[src/design/ovca_pkg.sv]
`timescale 1ns / 1ps

package ovca_pkg;

  // Sizing of the port
  localparam int NUM_VNETS      = 4;
  localparam int VC_PER_VNET    = 4;
  localparam int BUFFERS_PER_VC = 4;
  localparam int NUM_CH         = NUM_VNETS * VC_PER_VNET;

  // Field widths
  localparam int OP_W     = 2;
  localparam int VNET_W   = 2;
  localparam int CHOICE_W = 3;
  localparam int CH_W     = 4;
  localparam int RCNT_W   = 3;
  localparam int CFG_IDX_W  = 2;
  localparam int CFG_DATA_W = 3;

  // Internal widths
  localparam int CH_IDX_W = $clog2(NUM_CH);
  localparam int CRED_W   = $clog2(BUFFERS_PER_VC + 1);
  localparam int OFF_W    = $clog2(VC_PER_VNET);
  localparam int RNG_W    = $clog2(VC_PER_VNET + 1);

  // Opcodes
  localparam logic [OP_W-1:0] OP_ALLOC  = 2'd0;
  localparam logic [OP_W-1:0] OP_PROBE  = 2'd1;
  localparam logic [OP_W-1:0] OP_FLIT   = 2'd2;
  localparam logic [OP_W-1:0] OP_CREDIT = 2'd3;

  // Search range choices
  localparam logic [CHOICE_W-1:0] CH_LOW      = 3'd0;
  localparam logic [CHOICE_W-1:0] CH_HIGH     = 3'd1;
  localparam logic [CHOICE_W-1:0] CH_NORM_LOW = 3'd2;
  localparam logic [CHOICE_W-1:0] CH_NORM_HI  = 3'd3;
  localparam logic [CHOICE_W-1:0] CH_WHOLE    = 3'd4;

  // Configuration register indexes
  localparam logic [CFG_IDX_W-1:0] CFG_RSV_MODE  = 2'd0;
  localparam logic [CFG_IDX_W-1:0] CFG_RSV_COUNT = 2'd1;

  // Controller to datapath commands
  typedef struct packed {
    logic load;   // capture the input item
    logic exec;   // run the item against the channel state
  } ovca_cmd_t;

endpackage

[src/design/ovca_ctrl.sv]
`timescale 1ns / 1ps

module ovca_ctrl
  import ovca_pkg::*;
(
  input  logic      clk_i,
  input  logic      rst_ni,
  input  logic      in_valid_i,
  output logic      in_stall_o,
  output logic      out_valid_o,
  input  logic      out_stall_i,
  output ovca_cmd_t cmd_o
);

  typedef enum logic [1:0] {
    S_IDLE,
    S_EXEC,
    S_RESP
  } state_e;

  state_e state_q, state_d;
  logic   stall_q, stall_d;
  logic   valid_q, valid_d;

  // Next state and registered handshake outputs
  always_comb begin
    state_d = state_q;
    stall_d = stall_q;
    valid_d = valid_q;
    case (state_q)
      S_IDLE: begin
        if (in_valid_i) begin
          state_d = S_EXEC;
          stall_d = 1'b1;
        end
      end
      S_EXEC: begin
        state_d = S_RESP;
        valid_d = 1'b1;
      end
      S_RESP: begin
        if (!out_stall_i) begin
          state_d = S_IDLE;
          valid_d = 1'b0;
          stall_d = 1'b0;
        end
      end
      default: begin
        state_d = S_IDLE;
        valid_d = 1'b0;
        stall_d = 1'b0;
      end
    endcase
  end

  always_ff @(posedge clk_i or negedge rst_ni) begin
    if (!rst_ni) begin
      state_q <= S_IDLE;
      stall_q <= 1'b0;
      valid_q <= 1'b0;
    end else begin
      state_q <= state_d;
      stall_q <= stall_d;
      valid_q <= valid_d;
    end
  end

  assign in_stall_o   = stall_q;
  assign out_valid_o  = valid_q;
  assign cmd_o.load   = (state_q == S_IDLE) && in_valid_i;
  assign cmd_o.exec   = (state_q == S_EXEC);

endmodule

[src/design/ovca_dp.sv]
`timescale 1ns / 1ps

module ovca_dp
  import ovca_pkg::*;
(
  input  logic                  clk_i,
  input  logic                  rst_ni,
  input  ovca_cmd_t             cmd_i,
  input  logic                  cfg_we_i,
  input  logic [CFG_IDX_W-1:0]  cfg_index_i,
  input  logic [CFG_DATA_W-1:0] cfg_data_i,
  input  logic [OP_W-1:0]       opcode_i,
  input  logic [VNET_W-1:0]     vnet_i,
  input  logic [CHOICE_W-1:0]   choice_i,
  input  logic [CH_W-1:0]       channel_i,
  input  logic                  free_flag_i,
  output logic                  found_o,
  output logic [CH_W-1:0]       vc_index_o,
  output logic                  credit_ok_o,
  output logic                  error_o
);

  // Configuration
  logic              rsv_mode_q;
  logic [RCNT_W-1:0] rsv_count_q;

  // Captured item
  logic [OP_W-1:0]     op_q;
  logic [VNET_W-1:0]   vnet_q;
  logic [CHOICE_W-1:0] choice_q;
  logic [CH_W-1:0]     channel_q;
  logic                free_q;

  // Channel state
  logic [NUM_CH-1:0] active_q;
  logic [CRED_W-1:0] credit_q [NUM_CH];

  // Result register
  logic            found_q;
  logic [CH_W-1:0] vc_index_q;
  logic            credit_ok_q;
  logic            error_q;

  // Search and update signals
  logic                split;
  logic [RNG_W-1:0]    r_eff;
  logic [RNG_W-1:0]    mid;
  logic [RNG_W-1:0]    lo;
  logic [RNG_W-1:0]    hi;
  logic                choice_ok;
  logic                vnet_ok;
  logic                ch_ok;
  logic [CH_IDX_W-1:0] base;
  logic [CH_IDX_W-1:0] ch_idx;
  logic                hit;
  logic [OFF_W-1:0]    hit_off;
  logic [CH_IDX_W-1:0] hit_idx;
  logic [CRED_W-1:0]   cred_cur;
  logic [CRED_W-1:0]   cred_new;
  logic                found_d;
  logic                error_d;
  logic                alloc_set;
  logic                cred_we;
  logic                free_clr;

  // Configuration writes; other indexes are ignored
  always_ff @(posedge clk_i or negedge rst_ni) begin
    if (!rst_ni) begin
      rsv_mode_q  <= 1'b0;
      rsv_count_q <= '0;
    end else if (cfg_we_i) begin
      if (cfg_index_i == CFG_RSV_MODE) begin
        rsv_mode_q <= cfg_data_i[0];
      end else if (cfg_index_i == CFG_RSV_COUNT) begin
        rsv_count_q <= cfg_data_i[RCNT_W-1:0];
      end
    end
  end

  // Item capture
  always_ff @(posedge clk_i) begin
    if (cmd_i.load) begin
      op_q      <= opcode_i;
      vnet_q    <= vnet_i;
      choice_q  <= choice_i;
      channel_q <= channel_i;
      free_q    <= free_flag_i;
    end
  end

  // Search range within the virtual network
  always_comb begin
    split = rsv_mode_q && (rsv_count_q != '0);
    if (32'(rsv_count_q) > VC_PER_VNET) begin
      r_eff = RNG_W'(VC_PER_VNET);
    end else begin
      r_eff = RNG_W'(rsv_count_q);
    end
    mid       = RNG_W'((32'(r_eff) + VC_PER_VNET) >> 1);
    lo        = '0;
    hi        = '0;
    choice_ok = 1'b1;
    case (choice_q)
      CH_LOW: begin
        hi = RNG_W'(VC_PER_VNET / 2);
      end
      CH_HIGH: begin
        lo = RNG_W'(VC_PER_VNET / 2);
        hi = RNG_W'(VC_PER_VNET);
      end
      CH_NORM_LOW: begin
        choice_ok = split;
        lo        = r_eff;
        hi        = mid;
      end
      CH_NORM_HI: begin
        choice_ok = split;
        lo        = mid;
        hi        = RNG_W'(VC_PER_VNET);
      end
      CH_WHOLE: begin
        hi = RNG_W'(VC_PER_VNET);
      end
      default: begin
        choice_ok = 1'b0;
      end
    endcase
  end

  assign vnet_ok = 32'(vnet_q) < NUM_VNETS;
  assign ch_ok   = 32'(channel_q) < NUM_CH;
  assign base    = CH_IDX_W'(32'(vnet_q) * VC_PER_VNET);
  assign ch_idx  = CH_IDX_W'(channel_q);

  // Lowest idle channel inside the range: masked priority encoder
  always_comb begin
    hit     = 1'b0;
    hit_off = '0;
    for (int k = VC_PER_VNET - 1; k >= 0; k--) begin
      if ((k >= int'(lo)) && (k < int'(hi)) &&
          !active_q[CH_IDX_W'(32'(base) + k)]) begin
        hit     = 1'b1;
        hit_off = OFF_W'(k);
      end
    end
  end

  assign hit_idx = CH_IDX_W'(32'(base) + 32'(hit_off));

  // Execution of the captured item
  always_comb begin
    cred_cur  = credit_q[ch_idx];
    cred_new  = cred_cur;
    found_d   = 1'b0;
    error_d   = 1'b0;
    alloc_set = 1'b0;
    cred_we   = 1'b0;
    free_clr  = 1'b0;
    case (op_q)
      OP_ALLOC, OP_PROBE: begin
        if (!vnet_ok || !choice_ok) begin
          error_d = 1'b1;
        end else begin
          found_d   = hit;
          alloc_set = hit && (op_q == OP_ALLOC);
        end
      end
      OP_FLIT: begin
        if (!ch_ok) begin
          error_d = 1'b1;
        end else if (cred_cur == '0) begin
          error_d = 1'b1;
        end else begin
          cred_new = cred_cur - CRED_W'(1);
          cred_we  = 1'b1;
        end
      end
      OP_CREDIT: begin
        if (!ch_ok) begin
          error_d = 1'b1;
        end else begin
          if (32'(cred_cur) >= BUFFERS_PER_VC) begin
            error_d = 1'b1;
          end else begin
            cred_new = cred_cur + CRED_W'(1);
            cred_we  = 1'b1;
          end
          free_clr = free_q;
        end
      end
      default: begin
        error_d = 1'b1;
      end
    endcase
  end

  // Channel state update
  always_ff @(posedge clk_i or negedge rst_ni) begin
    if (!rst_ni) begin
      active_q <= '0;
      for (int i = 0; i < NUM_CH; i++) begin
        credit_q[i] <= CRED_W'(BUFFERS_PER_VC);
      end
    end else if (cmd_i.exec) begin
      if (alloc_set) begin
        active_q[hit_idx] <= 1'b1;
      end
      if (free_clr) begin
        active_q[ch_idx] <= 1'b0;
      end
      if (cred_we) begin
        credit_q[ch_idx] <= cred_new;
      end
    end
  end

  // Result register, held until the item is taken
  always_ff @(posedge clk_i) begin
    if (cmd_i.exec) begin
      found_q     <= found_d;
      vc_index_q  <= alloc_set ? CH_W'(hit_idx) : '0;
      credit_ok_q <= ch_ok && (cred_new != '0);
      error_q     <= error_d;
    end
  end

  assign found_o     = found_q;
  assign vc_index_o  = vc_index_q;
  assign credit_ok_o = credit_ok_q;
  assign error_o     = error_q;

endmodule

[src/design/output_vc_allocator_with_credits.sv]
`timescale 1ns / 1ps

// Output virtual channel allocator with credit tracking for one router port.
// Input channel (in_valid_i / in_stall_o) carries one item: allocate, probe,
// flit sent or credit return, with vnet, choice, channel and free_flag.
// Output channel (out_valid_o / out_stall_i) returns exactly one result item
// per input item: found, vc_index, credit_ok and error.
// Configuration port (cfg_valid_i / cfg_ready_o) writes reserved_mode at
// index 0 and reserved_count at index 1; it is always ready. It must be
// written only while no item is in flight; the block does not enforce this.
// An accepted item is captured, then executed, and its result is registered
// and shown on the output until it is taken. One item is in flight at a time,
// set by the controller's three-step sequence (capture, execute, hand over)
// around the single state update port.
// While the receiver stalls, the result is held and in_stall_o stays high.
// Reset (rst_ni low, asynchronous) marks every channel idle, sets every
// credit count to the buffer depth and clears both registers; the block
// accepts items as soon as reset is released.

module output_vc_allocator_with_credits
  import ovca_pkg::*;
(
  input  logic                  clk_i,
  input  logic                  rst_ni,
  input  logic                  in_valid_i,
  output logic                  in_stall_o,
  input  logic [OP_W-1:0]       in_opcode_i,
  input  logic [VNET_W-1:0]     in_vnet_i,
  input  logic [CHOICE_W-1:0]   in_choice_i,
  input  logic [CH_W-1:0]       in_channel_i,
  input  logic                  in_free_flag_i,
  output logic                  out_valid_o,
  input  logic                  out_stall_i,
  output logic                  out_found_o,
  output logic [CH_W-1:0]       out_vc_index_o,
  output logic                  out_credit_ok_o,
  output logic                  out_error_o,
  input  logic                  cfg_valid_i,
  output logic                  cfg_ready_o,
  input  logic [CFG_IDX_W-1:0]  cfg_index_i,
  input  logic [CFG_DATA_W-1:0] cfg_data_i
);

  ovca_cmd_t cmd;

  assign cfg_ready_o = 1'b1;

  // Sequencer
  ovca_ctrl u_ctrl (
    .clk_i       (clk_i),
    .rst_ni      (rst_ni),
    .in_valid_i  (in_valid_i),
    .in_stall_o  (in_stall_o),
    .out_valid_o (out_valid_o),
    .out_stall_i (out_stall_i),
    .cmd_o       (cmd)
  );

  // Channel state, search and result
  ovca_dp u_dp (
    .clk_i       (clk_i),
    .rst_ni      (rst_ni),
    .cmd_i       (cmd),
    .cfg_we_i    (cfg_valid_i && cfg_ready_o),
    .cfg_index_i (cfg_index_i),
    .cfg_data_i  (cfg_data_i),
    .opcode_i    (in_opcode_i),
    .vnet_i      (in_vnet_i),
    .choice_i    (in_choice_i),
    .channel_i   (in_channel_i),
    .free_flag_i (in_free_flag_i),
    .found_o     (out_found_o),
    .vc_index_o  (out_vc_index_o),
    .credit_ok_o (out_credit_ok_o),
    .error_o     (out_error_o)
  );

endmodule

[config.mk]
export PLATFORM = sky130hd
export DESIGN_NAME = output_vc_allocator_with_credits
export DESIGN_NICKNAME = d
export VERILOG_FILES = /design/src/design/ovca_pkg.sv /design/src/design/ovca_ctrl.sv /design/src/design/ovca_dp.sv /design/src/design/output_vc_allocator_with_credits.sv
export SDC_FILE = /design/constraint.sdc
export NUM_CORES = 1
export LEC_CHECK = 0
export BUFFER_PORTS_ARGS = -buffer_cell sky130_fd_sc_hd__buf_2
export CORE_MARGIN = 1.5
export CORE_UTILIZATION = 55
export CTS_BUF_LIST = sky130_fd_sc_hd__clkbuf_8
export CTS_CLUSTER_DIAMETER = 150
export CTS_CLUSTER_SIZE = 20
export DETAILED_ROUTE_END_ITERATION = 10
export PLACE_DENSITY = 0.77
export SYNTH_ARGS = -nofsm -noshare
export SYNTH_HDL_FRONTEND = slang
export SYNTH_SLANG_ARGS = --single-unit
[constraint.sdc]
create_clock -name clk_i -period 3.5 [get_ports clk_i]
set_input_delay 0 -clock clk_i [delete_from_list [all_inputs] [get_ports clk_i]]
set_output_delay 0 -clock clk_i [all_outputs]
set_load 0.01 [all_outputs]
After elaboration in Yosys (flattened, before gate mapping)
Index checks and enable logic that the tools add are counted.
{"block": "word_totals", "regBits": 91, "latch_bits": 0, "mem_bits_rw": 0, "romBits": 0, "word_cells": 166, "mem_count": 0}
{"block": "classes", "addsub": 7, "mul": 0, "div_mod_pow": 0, "order_cmp": 20, "eq_ne": 12, "shift": 0, "n_mux": 53, "n_bitwise": 7, "n_reduce_logical": 36}
{"cell": "bitwise mux 48 bit", "n": 1}
{"cell": "two-way mux 16 bit", "n": 3}
{"cell": "less-than comparator 4 x 5 -> 1 bit (second input constant)", "n": 6}
{"cell": "two-way mux 1 bit", "n": 20}
{"cell": "two-way mux 3 bit", "n": 6}
{"cell": "one-hot mux 3 bit (3 select lines)", "n": 2}
{"cell": "bitwise AND 16 bit", "n": 1}
{"cell": "inverter 16 bit", "n": 1}
{"cell": "bitwise OR 16 bit", "n": 1}
{"cell": "logical AND 1 bit", "n": 14}
{"cell": "binary-select mux 1 bit (select 4 bit)", "n": 3}
{"cell": "binary-select mux 3 bit (select 4 bit)", "n": 1}
{"cell": "demux 3 bit (select 4 bit)", "n": 1}
{"cell": "two-way mux 2 bit", "n": 6}
{"cell": "AND reduction 2 bit", "n": 5}
{"cell": "one-hot mux 1 bit (3 select lines)", "n": 3}
{"cell": "adder 4 x 2 -> 4 bit (second input constant)", "n": 2}
{"cell": "demux 1 bit (select 4 bit)", "n": 2}
{"cell": "greater-or-equal comparator 4 x 1 -> 1 bit (second input constant)", "n": 2}
{"cell": "equality test 2 x 1 -> 1 bit (second input constant)", "n": 3}
{"cell": "equality test 2 bit (second input constant)", "n": 3}
{"cell": "equality test 3 x 2 -> 1 bit (second input constant)", "n": 2}
{"cell": "greater-or-equal comparator 1 x 3 -> 1 bit (first input constant)", "n": 2}
{"cell": "greater-or-equal comparator 2 x 3 -> 1 bit (first input constant)", "n": 2}
{"cell": "other kinds (27)", "n": 43}

Depth between registers and ports, before layout
Gate-level depths: netlist of run 1.
{"block": "logic_depth", "ltp_word": 21, "mapped_depth": 13, "ltp_nobuf": 10}

Hierarchy
Synthesis of run 1 repeated with hierarchy kept, for this count alone.
{"block": "hier_totals", "hier_cells": 351, "hier_area_um2": 4519.3}
{"module": "ovca_dp", "instances": 1, "cells_each": 333, "area_per_inst_um2": 4327.9, "seq_area_each_um2": 2292.2}
{"module": "ovca_ctrl", "instances": 1, "cells_each": 16, "area_per_inst_um2": 180.2, "seq_area_each_um2": 100.1}
{"module": "output_vc_allocator_with_credits", "instances": 1, "cells_each": 2, "area_per_inst_um2": 11.3, "seq_area_each_um2": 0.0}

Worst setup path after synthesis of run 1
OpenSTA, ideal clock, no wires.
{"block": "synth_timing", "path_kind": "reg-to-reg", "startpoint": "register u_dp.channel_q[0] (netlist: u_dp.ch_idx[0])", "endpoint": "register u_dp.credit_ok_q (netlist: u_dp.credit_ok_o) (data pin)", "arrival_ns": 3.020, "setup_slack_ns": 0.221, "stages_incl_launch_ff": 14, "path_buffers": 3, "cell_sequence": "edfxtp_1 > buf_6 > clkbuf_1 > mux4_2 > mux4_2 > inv_1 > ha_1 > inv_1 > ha_1 > o211ai_1 > o21ai_1 > clkbuf_1 > nor3_1 > o21bai_1"}
{"block": "synth_via", "elab_chain_len": 8, "word_cells_on_any_way": 12, "classes_between": "add/sub: 2; order compare: 1; mux: 6; bitwise: 1; reduce/logical: 2"}
{"item": "from (decl)", "line": "ovca_dp.sv:31", "source": "logic [CH_W-1:0] channel_q;"}
{"item": "from (signal assigned)", "line": "ovca_dp.sv:86", "source": "channel_q <= channel_i;"}
{"item": "inverter 4 -> 5 bit (implied by the code) (*)", "line": "ovca_dp.sv:152", "source": "cred_cur = credit_q[ch_idx];"}
{"item": "binary-select mux 3 bit (select 4 bit) (*)", "line": "ovca_dp.sv:152"}
{"item": "two-way mux 3 bit (implied by the code) (*) (2 in series)", "line": "ovca_dp.sv:152"}
{"item": "adder 3 x 1 -> 3 bit, or another cell as far along", "line": "ovca_dp.sv:185", "source": "cred_new = cred_cur + CRED_W'(1);"}
{"item": "two-way mux 3 bit (on tied branches)", "line": "ovca_dp.sv:182, ovca_dp.sv:171"}
{"item": "one-hot mux 3 bit (2 select lines) (*)", "line": "ovca_dp.sv:159", "source": "case (op_q)"}
{"item": "nonzero test 3 bit (*)", "line": "ovca_dp.sv:222", "source": "credit_ok_q <= ch_ok && (cred_new != '0);"}
{"item": "to (signal assigned)", "line": "ovca_dp.sv:222"}
{"item": "to (decl)", "line": "ovca_dp.sv:41", "source": "logic credit_ok_q;"}
Mark *: on every way between the ends. The rest lies on a longest branch, timed or not. The select of a mux whose other input is x is not followed.
A chain may end at the register's enable or synchronous reset.

Worst setup path in the final report of run 1
{"block": "layout_timing", "startpoint": "register u_dp.channel_q[0] (netlist: u_dp.ch_idx[0])", "endpoint": "register u_dp.credit_q[46] (netlist bit)"}
{"block": "layout_via", "elab_chain_len": 8, "word_cells_on_any_way": 21, "classes_between": "add/sub: 2; order compare: 3; mux: 12; bitwise: 1; reduce/logical: 3"}
{"item": "inverter 4 -> 5 bit (implied by the code) (*)", "line": "ovca_dp.sv:152, ovca_dp.sv:212"}
{"item": "binary-select mux 3 bit (select 4 bit)", "line": "ovca_dp.sv:152"}
{"item": "two-way mux 3 bit (implied by the code) (2 in series)", "line": "ovca_dp.sv:152"}
{"item": "adder 3 x 1 -> 3 bit, or another cell as far along", "line": "ovca_dp.sv:185"}
{"item": "two-way mux 3 bit, or another cell as far along", "line": "ovca_dp.sv:182", "source": "if (32'(cred_cur) >= BUFFERS_PER_VC) begin"}
{"item": "one-hot mux 3 bit (2 select lines) / one-hot mux 1 bit (2 select lines) (equally long branches)", "line": "ovca_dp.sv:159"}
{"item": "bitwise mux 48 bit / AND reduction 2 bit (equally long branches)"}
{"item": "to (signal, indexed assignment)", "line": "ovca_dp.sv:202", "source": "credit_q[i] <= CRED_W'(BUFFERS_PER_VC);"}
{"item": "to (signal, indexed assignment)", "line": "ovca_dp.sv:212", "source": "credit_q[ch_idx] <= cred_new;"}
{"item": "to (decl)", "line": "ovca_dp.sv:36", "source": "logic [CRED_W-1:0] credit_q [NUM_CH];"}
Marks and branches as above.

==> results of run 1 <==
## sequential cells by signal (all words and copies together), names as in the netlist
name / count
u_dp.credit_ok_o: 1
u_ctrl.out_valid_o: 1
u_dp.credit_q: 48
u_dp.rsv_count_q: 3
u_dp.free_q: 1
u_dp.active_q: 16
u_dp.choice_q: 3
u_dp.found_o: 1
u_dp.vc_index_o: 4
u_dp.op_q: 2
u_dp.ch_idx: 4
u_ctrl.state_q: 2
u_dp.vnet_q: 2
u_ctrl.in_stall_o: 1
u_dp.error_o: 1
u_dp.rsv_mode_q: 1
## layer usage
layer | up-vias | global-route usage | part of all wire | wire length, um
met1 | 1598 | 0.308 | 0.42 | 4260
met5 | - | 0 | 0 | 0
met4 | 0 | 0.0933 | 0.023 | 233
met3 | 25 | 0.0647 | 0.048 | 492
li1 | 1455 | - | - | -
met2 | 98 | 0.432 | 0.51 | 5240
## synth_stat cells, types with 6 or more instances
master    number
mux2_2        50
a31oi_1       10
o22a_1         6
mux2i_1        8
dfrtp_1       56
clkbuf_1      10
nor2_1        24
mux4_2         8
nand3_1        6
edfxtp_1      19
nand2_1       16
a21oi_1        8
inv_1         11
dfstp_2       16
nor3_1        12
## timing repair
| item | in CTS | in global routing |
|---|---|---|
| setup buffers | 0 | 0 |
| hold buffers | 19 | 0 |
| gates resized for setup | 0 | 0 |
| hold endpoints to repair | 38 | 0 |
## cell usage in the layout, fill, tap and decap left out, drive strengths merged, types with 6 or more instances in the layout
| cell | netlist | layout |
|---|---|---|
| mux4 | 13 | 13 |
| o22a | 6 | 6 |
| a21oi | 9 | 9 |
| dfstp | 16 | 16 |
| mux2i | 8 | 8 |
| clkbuf | 10 | 9 |
| inv | 11 | 13 |
| nor2 | 24 | 24 |
| mux2 | 54 | 54 |
| nor3 | 12 | 12 |
| edfxtp | 19 | 19 |
| nand2 | 16 | 16 |
| dlygate4sd3 | 0 | 19 |
| nand3 | 6 | 6 |
| dfrtp | 56 | 56 |
| a31oi | 10 | 10 |
| buf | 6 | 45 |
## cell families (layout without fill, tap and decap cells)
family | after synthesis | count (layout) | synth area share
flops | 91 | 91 | 0.523
fa+ha+maj | 5 | 5 | 0.0137
other cells | 1 | 1 | 0.000820
buf+inv | 28 | 92 | 0.0290
simple gates | 93 | 93 | 0.104
compound gates | 59 | 59 | 0.102
mux | 75 | 75 | 0.222
xor+xnor | 1 | 1 | 0.00602
## final timing paths
check | endpoint | startpoint | slack (ns)
worst max-delay path | u_dp.credit_q[46] | u_dp.ch_idx[0] | 0.16
worst min-delay path | u_dp.rsv_count_q[2] | cfg_valid_i | 0.06
worst max register to register | u_dp.credit_q[46] | u_dp.ch_idx[0] | 0.16
worst min register to register | u_dp.active_q[6] | u_dp.active_q[6] | 0.49
max in group asynchronous | u_dp.credit_q[47] | rst_ni | 2.50
min in group asynchronous | u_dp.rsv_count_q[1] | rst_ni | 0.17
## through the flow
stage / setup WS (ns) / power, mW
2_1_floorplan: 0.221 / 2.35
3_3_place_gp: 0.327 / 2.64
3_5_place_dp: 0.245 / 2.70
4_1_cts: 0.176 / 3.54
5_1_grt: 0.0282 / 3.73
6_report: 0.163 / 3.54
## power breakdown
| part | switching, mW | internal (mW) | total (mW) |
|---|---|---|---|
| clock network | 0.358 | 0.469 | 0.827 |
| registers | 0.198 | 1.41 | 1.61 |
| logic | 0.581 | 0.528 | 1.11 |
## worst min-delay path, delay by kind of cell
family | cells | cell delay [ns]
buf+inv | 1 | 0.10
simple gates | 1 | 0.13
mux | 1 | 0.16
## layout make-up
| cell class | instances | share of cell area |
|---|---|---|
| timing repair buffer | 64 | 0.0896 |
| clock buffer | 9 | 0.0232 |
| tap | 105 | 0.0246 |
| clock inverter | 7 | 0.0209 |
| sequential | 91 | 0.448 |
| multi-input combinational | 234 | 0.384 |
| inverter | 12 | 0.00938 |
==> impl_metrics.py, run 1 <==
metrics = {
    "outcome": {
        "status": "finished, final reports clean",
    },
    "logic_synthesis": {
        "synth-main-ff-cell": "dfrtp_1",
        "synth-seq-cells": 91,
        "syn_area_um2": 4570,
        "syn_area_per_cell_um2": 13.0,
        "synth_fp_nets": 380,
        "synthCells": 353,
        "netlist.top_cell.by_area": "dfrtp_1",
        "synthDistinctLibCells": 61,
        "synth_edf_count": 19,
        "yosysWarnings": 0,
        "yosysTopAreaCellShare": 0.306,
        "synthArstFlopShare": 0.791,
        "synth-seq-area-share": 0.523,
        "synth.area.top_cells": "dfrtp_1 31%, edfxtp_1 12%, mux2_2 12%",
    },
    "sta": {
        "worstMarginPinSlew_ns": 0.843,
        "setup_viol": 0,
        "finClkSkew_ns": 0.0101,
        "rsz0062_at_grt": "no",
        "fmax_ghz": 0.300,
        "timing_hold_violations_final": 0,
        "fin_crit_ns": 3.34,
        "timing.setup.tns_ns": 0,
        "max_slew_margin": 0.434,
        "fin_hold_ws_ns": 0.0632,
        "slew_violations": 0,
        "finalCritPeriodShare": 0.954,
    },
    "critical_path": {
        "worstSetupPathDepth": 11,
        "reg2regPathDepth": 11,
        "cp.required_ns": 3.74,
        "crit_arrival_ns": 3.58,
        "slowest_stage": "nor4_1",
        "critPathKind": "register to register",
        "crit_buf_inv": 3,
        "cp-end-kind": "register",
        "critical_path.max_stage_delay_ns": 0.60,
        "crit_chain": "buf_12, mux4_1, mux4_2, clkinv_4, ha_1, ha_1, nand2_1, nand3_1, buf_4, nor4_1, mux2_2",
        "start_kind": "register",
        "crit_family": "multiplexers",
        "cp_common_cell": "ha_1",
        "worstPathMaxFanout": 21,
    },
    "detailed_routing": {
        "drtIter0Drc": 155,
        "dr.pass1.iters": 4,
        "vias_per_cell": 6.08,
        "antenna_left": 0,
        "wl_per_cell_um": 19.6,
        "wirelength_um": 10200,
        "via_count": 3176,
        "route.detailed.drc": 0,
    },
    "placed_design": {
        "dp.cells": 487,
        "portBuffers": 30,
        "placed_cell_area_um2": 4910,
        "hpwlAfterDp_um": 7250,
        "gp_congestion": 0.916,
    },
    "clock_tree": {
        "clk_latency_ns": 0.36,
        "cts_tree": "yes",
        "numCtsBuffers": 9,
        "path_clk_slew_ns": 0.09,
        "clk_path_buf_depth": 2,
        "cts.htree.levels": 3,
        "clock-sinks": 91,
        "clockRootBuffer": "clkbuf_8",
    },
    "floorplanning": {
        "start_util": 0.562,
        "die_w_um": 94.2,
        "die_area_um2": 8870,
        "boundaryPins": 32,
        "die_height_um": 94.2,
        "num_rows": 33,
        "coreArea_um2": 8130,
    },
    "final_layout": {
        "nFillCells": 590,
        "area_delta_synth_final_pct": 16.7,
        "instances_no_fill": 522,
        "n_antenna_cell": 0,
        "postLayoutCoreUtil": 0.656,
        "seqCellArea_um2": 2390,
        "multi_input_area_um2": 2050,
        "final_layout_size_suffix_gt1_frac": 0.357,
        "fin_area_um2": 5340,
        "final_nets": 439,
    },
    "worst_hold_path": {
        "hold_path.class": "primary input to register",
        "hold_path_depth": 3,
    },
    "global_routing": {
        "antenna_found_initial": 0,
        "grt_max_degree": 28,
        "overflow": 0,
        "grt_util_all_layers": 0.253,
        "first_global_vias": 3306,
        "grt_pass1_wl_um": 16500,
    },
    "pwr": {
        "pwr_density_cell_nw_per_um2": 664,
        "vdd_drop_max_v": 0.000528,
        "leakagePower_nw": 2.36,
    },
    "job": {
        "cap_violations": 0,
    },
}
No activity file was read; power rests on OpenSTA's default activity.
==> inputs of run 2 (changes only) <==
Settings changed: ABC_AREA set to 1, PLACE_DENSITY 0.77 to 0.76.
==> impl_metrics.py, run 2 <==
metrics = {
    "critical_path": {
        "cp.required_ns": 3.77,
        "critPathKind": "register to register",
        "worstPathMaxFanout": 28,
        "crit_chain": "nand2_2, inv_4, a22oi_1, a21oi_1, or2_2, nor2_2, ha_1, ha_1, inv_1, nand2_1, nand2_8, nand2_4, nor2_1, o21ai_0",
        "start_kind": "register",
        "critical_path.max_stage_delay_ns": 0.50,
        "crit_family": "simple AND/OR/NAND/NOR gates",
        "crit_buf_inv": 2,
        "crit_arrival_ns": 3.48,
        "slowest_stage": "edfxtp_1",
        "cp-end-kind": "register",
        "cp_common_cell": "ha_1",
    },
    "global_routing": {
        "overflow": 0,
        "first_global_vias": 3909,
        "grt_pass1_wl_um": 18900,
        "antenna_found_initial": 0,
        "grt_util_all_layers": 0.275,
        "grt_max_degree": 73,
    },
    "outcome": {
        "status": "finished, final reports clean",
    },
    "logic_synthesis": {
        "synth-seq-cells": 91,
        "syn_area_per_cell_um2": 8.17,
        "synth_edf_count": 19,
        "synthDistinctLibCells": 39,
        "synthArstFlopShare": 0.791,
        "netlist.top_cell.by_area": "dfrtp_1",
        "yosysMostFrequentCell": "nand2_1",
        "ys_top_cells_by_count": "133 x nand2_1, 85 x inv_1, 71 x nor2_1",
        "synth-main-ff-cell": "dfrtp_1",
        "yosysTopAreaCellShare": 0.293,
        "synth-seq-area-share": 0.501,
        "syn_area_um2": 4780,
        "yosysWarnings": 0,
        "synth_fp_nets": 612,
        "synthCells": 585,
        "synth.area.top_cells": "dfrtp_1 29%, edfxtp_1 12%, nand2_1 10%",
    },
    "floorplanning": {
        "num_rows": 33,
        "die_height_um": 96.2,
        "die_area_um2": 9260,
        "coreArea_um2": 8300,
        "die_w_um": 96.2,
        "start_util": 0.576,
        "boundaryPins": 32,
    },
    "placed_design": {
        "placed_cell_area_um2": 5020,
        "gp_congestion": 0.959,
        "portBuffers": 30,
        "hpwlAfterDp_um": 8310,
    },
    "detailed_routing": {
        "vias_per_cell": 5.55,
        "via_count": 4163,
        "wirelength_um": 11700,
        "wl_per_cell_um": 15.6,
        "antenna_left": 0,
        "route.detailed.drc": 0,
        "dr.pass1.iters": 5,
        "drtIter0Drc": 409,
    },
    "sta": {
        "fin_crit_ns": 3.21,
        "finalCritPeriodShare": 0.917,
        "max_slew_margin": 0.318,
        "fmax_ghz": 0.312,
        "fin_hold_ws_ns": 0.0179,
        "finClkSkew_ns": 0.0118,
        "rsz0062_at_grt": "no",
        "timing_hold_violations_final": 0,
        "timing.setup.tns_ns": 0,
        "setup_viol": 0,
        "worstMarginPinSlew_ns": 1.02,
        "slew_violations": 0,
    },
    "clock_tree": {
        "path_clk_slew_ns": 0.09,
        "clock-sinks": 91,
        "cts.htree.levels": 3,
        "clockRootBuffer": "clkbuf_8",
        "cts_tree": "yes",
        "clk_latency_ns": 0.37,
        "clk_path_buf_depth": 2,
        "numCtsBuffers": 9,
    },
    "pwr": {
        "vdd_drop_max_v": 0.000475,
        "leakagePower_nw": 2.60,
        "pwr-share-seq": 0.447,
        "intPower_mw": 1.99,
        "switching_share": 0.381,
        "pwr_density_cell_nw_per_um2": 591,
        "clockPowerShare": 0.229,
        "combPwrFrac": 0.324,
        "switching_power_mw": 1.23,
    },
    "final_layout": {
        "multi_input_area_um2": 1950,
        "final_nets": 667,
        "regMostFlops": "u_dp.credit_q",
        "largestRegisters": "u_dp.credit_q x48, u_dp.active_q x16",
        "layout_common_cells": "133 x nand2_1, 86 x inv_1, 70 x nor2_1, 56 x dfrtp_1, 32 x nand3_1",
        "fin_area_um2": 5440,
        "final_layout_size_suffix_gt1_frac": 0.164,
        "n_antenna_cell": 0,
        "seqCellArea_um2": 2390,
        "nFillCells": 664,
        "area_delta_synth_final_pct": 13.9,
        "largest_register_ffs": 48,
        "final_common_cell": "nand2_1",
    },
    "worst_hold_path": {
        "hold_path.class": "primary input to register",
    },
    "job": {
        "cap_violations": 0,
    },
}
run 2: layer usage:
layer / global-route usage / vias up / part of all wire
met2: 0.444 / 175 / 0.47
met4: 0.0882 / 0 / 0.017
met1: 0.367 / 1972 / 0.44
met5: 0 / - / 0
met3: 0.0648 / 21 / 0.073
li1: - / 1995 / -
run 2: timing repair:
| action | in CTS | in global routing |
|---|---|---|
| gates resized for setup | 0 | 0 |
| setup buffers | 0 | 1 |
| hold buffers | 20 | 0 |
| endpoints found under the setup margin | 0 | 5 |
| endpoints found under the hold margin | 76 | 0 |
run 2: path summary, 6_finish.rpt:
kind | from | to | slack [ns] | depth (start not counted)
hold / removal | cfg_index_i[1] | u_dp.rsv_count_q[1] | 0.02 | 3
min in group asynchronous | rst_ni | u_dp.active_q[8] | 0.37 | 3
setup reg to reg | u_dp.ch_idx[1] | u_dp.credit_q[3] | 0.29 | 14
setup / recovery | u_dp.ch_idx[1] | u_dp.credit_q[3] | 0.29 | 14
max in group asynchronous | rst_ni | u_dp.credit_q[19] | 2.51 | 3
hold reg to reg | u_dp.credit_q[14] | u_dp.credit_q[14] | 0.48 | 2
run 2: logic make-up after synthesis:
group	Yosys count	synth area share
other	1	0.000785
flip-flops	91	0.501
buffers and inverters	108	0.0929
XOR/XNOR	1	0.00183
AND/OR/NAND/NOR	279	0.267
AO/OA/AOI/OAI	99	0.122
multiplexers	1	0.00236
adder cells (fa/ha/maj)	5	0.0131
run 2: through the flow:
| stage | total power, mW | setup slack, ns | utilization | instances |
|---|---|---|---|---|
| finish | 3.22 | 0.291 | 0.656 | 750 |
| global route | 3.39 | 0.0533 | 0.656 | 750 |
| CTS | 3.17 | 0.275 | 0.654 | 749 |
| detailed placement | 2.43 | 0.271 | 0.605 | 713 |
| global placement | 2.40 | 0.292 | 0.605 | 713 |
| floorplan | 2.14 | 0.751 | - | 585 |
run 2: final cells by class:
cell class / instances / area share
Clock buffer: 10 / 0.0253
Clock inverter: 6 / 0.0122
Inverter: 96 / 0.0667
Multi-Input combinational cell: 386 / 0.357
Sequential cell: 91 / 0.439
Tap cell: 105 / 0.0241
Timing Repair Buffer: 56 / 0.0749
run 2: worst register-to-register path: cells and delay by family (launching register included):
family                     cells  cell delay (ns)
AOI/OAI and AO/OA              3             0.54
adders and majority gates      2             0.38
and+or+nand+nor                7             1.55
DFF                            1             0.50
buffers and inverters          2             0.14
run 2: power groups by stage:
stage               Combinational [mW]  Clock [mW]  Sequential [mW]
finish                            1.04       0.735             1.44
detailed placement               0.976           0             1.45
global placement                 0.956           0             1.45
global route                      1.15       0.784             1.46
CTS                              0.997       0.740             1.44
floorplan                        0.696           0             1.44
==> inputs of run 3 (changes only) <==
Settings changed: CORE_ASPECT_RATIO set to 0.8, SKIP_CTS_REPAIR_TIMING set to 1.
==> impl_metrics.py, run 3 (synthesized netlist as in run 2, its figures left out) <==
metrics = {
    "outcome": {
        "status": "finished, final reports clean",
    },
    "sta": {
        "fin_crit_ns": 3.29,
        "finClkSkew_ns": 0.0155,
        "finalCritPeriodShare": 0.939,
        "setup_viol": 0,
        "worstMarginPinSlew_ns": 1.10,
        "slew_violations": 0,
        "fmax_ghz": 0.304,
        "timing_hold_violations_final": 0,
        "timing.setup.tns_ns": 0,
        "rsz0062_at_grt": "no",
        "max_slew_margin": 0.261,
    },
    "detailed_routing": {
        "wl_met2_um": 5230,
        "vias_per_cell": 5.43,
        "drtIter0Drc": 282,
        "routed-wl-met3_um": 856,
        "route.detailed.drc": 0,
        "dr.pass1.iters": 6,
        "top_layer": "met4",
        "wirelength_um": 11700,
        "wl_per_cell_um": 15.5,
        "antenna_left": 0,
        "wl_met1_um": 5400,
        "via_count": 4107,
    },
    "global_routing": {
        "antenna_found_initial": 0,
        "grt_pass1_wl_um": 18400,
        "overflow": 0,
        "first_global_vias": 3762,
        "grt_util_all_layers": 0.261,
        "grt_max_degree": 73,
    },
    "final_layout": {
        "area_delta_synth_final_pct": 14.1,
        "largest_register_ffs": 48,
        "final_common_cell": "nand2_1",
        "largestRegisters": "u_dp.credit_q x48, u_dp.active_q x16",
        "n_antenna_cell": 0,
        "postLayoutCoreUtil": 0.646,
        "final_layout_size_suffix_gt1_frac": 0.160,
        "regMostFlops": "u_dp.credit_q",
        "instances_no_fill": 756,
        "layout_common_cells": "133 x nand2_1, 88 x inv_1, 70 x nor2_1, 56 x dfrtp_1, 32 x nand3_1",
        "final_nets": 666,
    },
    "floorplanning": {
        "die_area_um2": 9260,
        "coreArea_um2": 8450,
        "die_height_um": 86.4,
        "start_util": 0.566,
        "boundaryPins": 32,
        "die_w_um": 107,
        "num_rows": 30,
    },
    "critical_path": {
        "crit_arrival_ns": 3.57,
        "worstPathMaxFanout": 28,
        "cp-end-kind": "register",
        "start_kind": "register",
        "critPathKind": "register to register",
        "r2r-start": "u_dp.ch_idx[1]",
        "cp.required_ns": 3.78,
        "startpoint": "u_dp.ch_idx[1]",
    },
    "clock_tree": {
        "numCtsBuffers": 9,
        "clk_path_buf_depth": 2,
        "clockRootBuffer": "clkbuf_8",
        "cts_tree": "yes",
        "clk_latency_ns": 0.38,
        "clock-sinks": 91,
        "cts.htree.levels": 3,
        "path_clk_slew_ns": 0.09,
    },
    "pwr": {
        "pwr_density_cell_nw_per_um2": 598,
        "leakagePower_nw": 2.61,
        "power.total_mw": 3.26,
        "vdd_drop_max_v": 0.000373,
    },
    "worst_hold_path": {
        "min_from": "cfg_index_i[1]",
        "hold_path.class": "primary input to register",
    },
    "job": {
        "cap_violations": 0,
    },
    "placed_design": {
        "dp.cells": 719,
        "hpwlAfterDp_um": 8190,
        "gp_congestion": 0.926,
        "portBuffers": 30,
    },
}
==> run 3: cell count changes in the layout (fill, tap and decap cells not counted) <==
cell        change
buf_4           -1
bufinv_16       +1
inv_1           +2
inv_6           -1
clkinvlp_4      -1
clkbuf_8        -1
==> run 3: worst max-delay path, cell delays in order, from the launching register on <==
cell,delay (ns)
edfxtp_1,0.50
nand2_2,0.24
inv_4,0.10
a22oi_1,0.32
a21oi_1,0.10
or2_2,0.29
nor2_2,0.22
ha_1,0.23
ha_1,0.18
inv_1,0.04
nand2_1,0.17
nand2_8,0.17
nand2_4,0.30
nor2_1,0.12
o21ai_0,0.19
==> run 3: metrics by stage <==
step	instance area, um2	hold slack [ns]	setup WS [ns]
3_3_place_gp	5020	0.177	0.304
6_report	5450	0.00589	0.213
3_5_place_dp	5020	0.178	0.226
2_1_floorplan	4780	-0.296	0.751
4_1_cts	5230	-0.223	0.156
5_1_grt	5450	0.0230	0.0402
==> run 3: metal layers <==
layer	GRT usage	up-vias
met5	0	-
met2	0.372	158
met3	0.0850	27
li1	-	1989
met4	0.0970	0
met1	0.373	1933
==> run 3: path summary, 6_finish.rpt <==
kind,endpoint,slack [ns],cells after the start
min,u_dp.rsv_count_q[1],0.006,3
max reg2reg,u_dp.credit_q[45],0.21,14
max,u_dp.credit_q[45],0.21,14
min reg2reg,u_dp.credit_q[11],0.48,2
min in group asynchronous,u_dp.active_q[3],0.34,3
max in group asynchronous,u_dp.credit_q[7],2.55,3
==> run 3: power breakdown <==
part | leakage, nW | switching, mW | total (mW) | internal (mW)
Sequential | 1.10 | 0.119 | 1.44 | 1.32
Combinational | 1.40 | 0.730 | 1.04 | 0.314
Clock | 0.113 | 0.376 | 0.772 | 0.396
==> run 3: cell type report <==
class	count	area, um2
multi-input combinational	386	1950
fill	703	2990
inverter	96	363
timing repair buffer	55	400
clock buffer	9	124
sequential	91	2390
tap	112	140
clock inverter	7	87.6
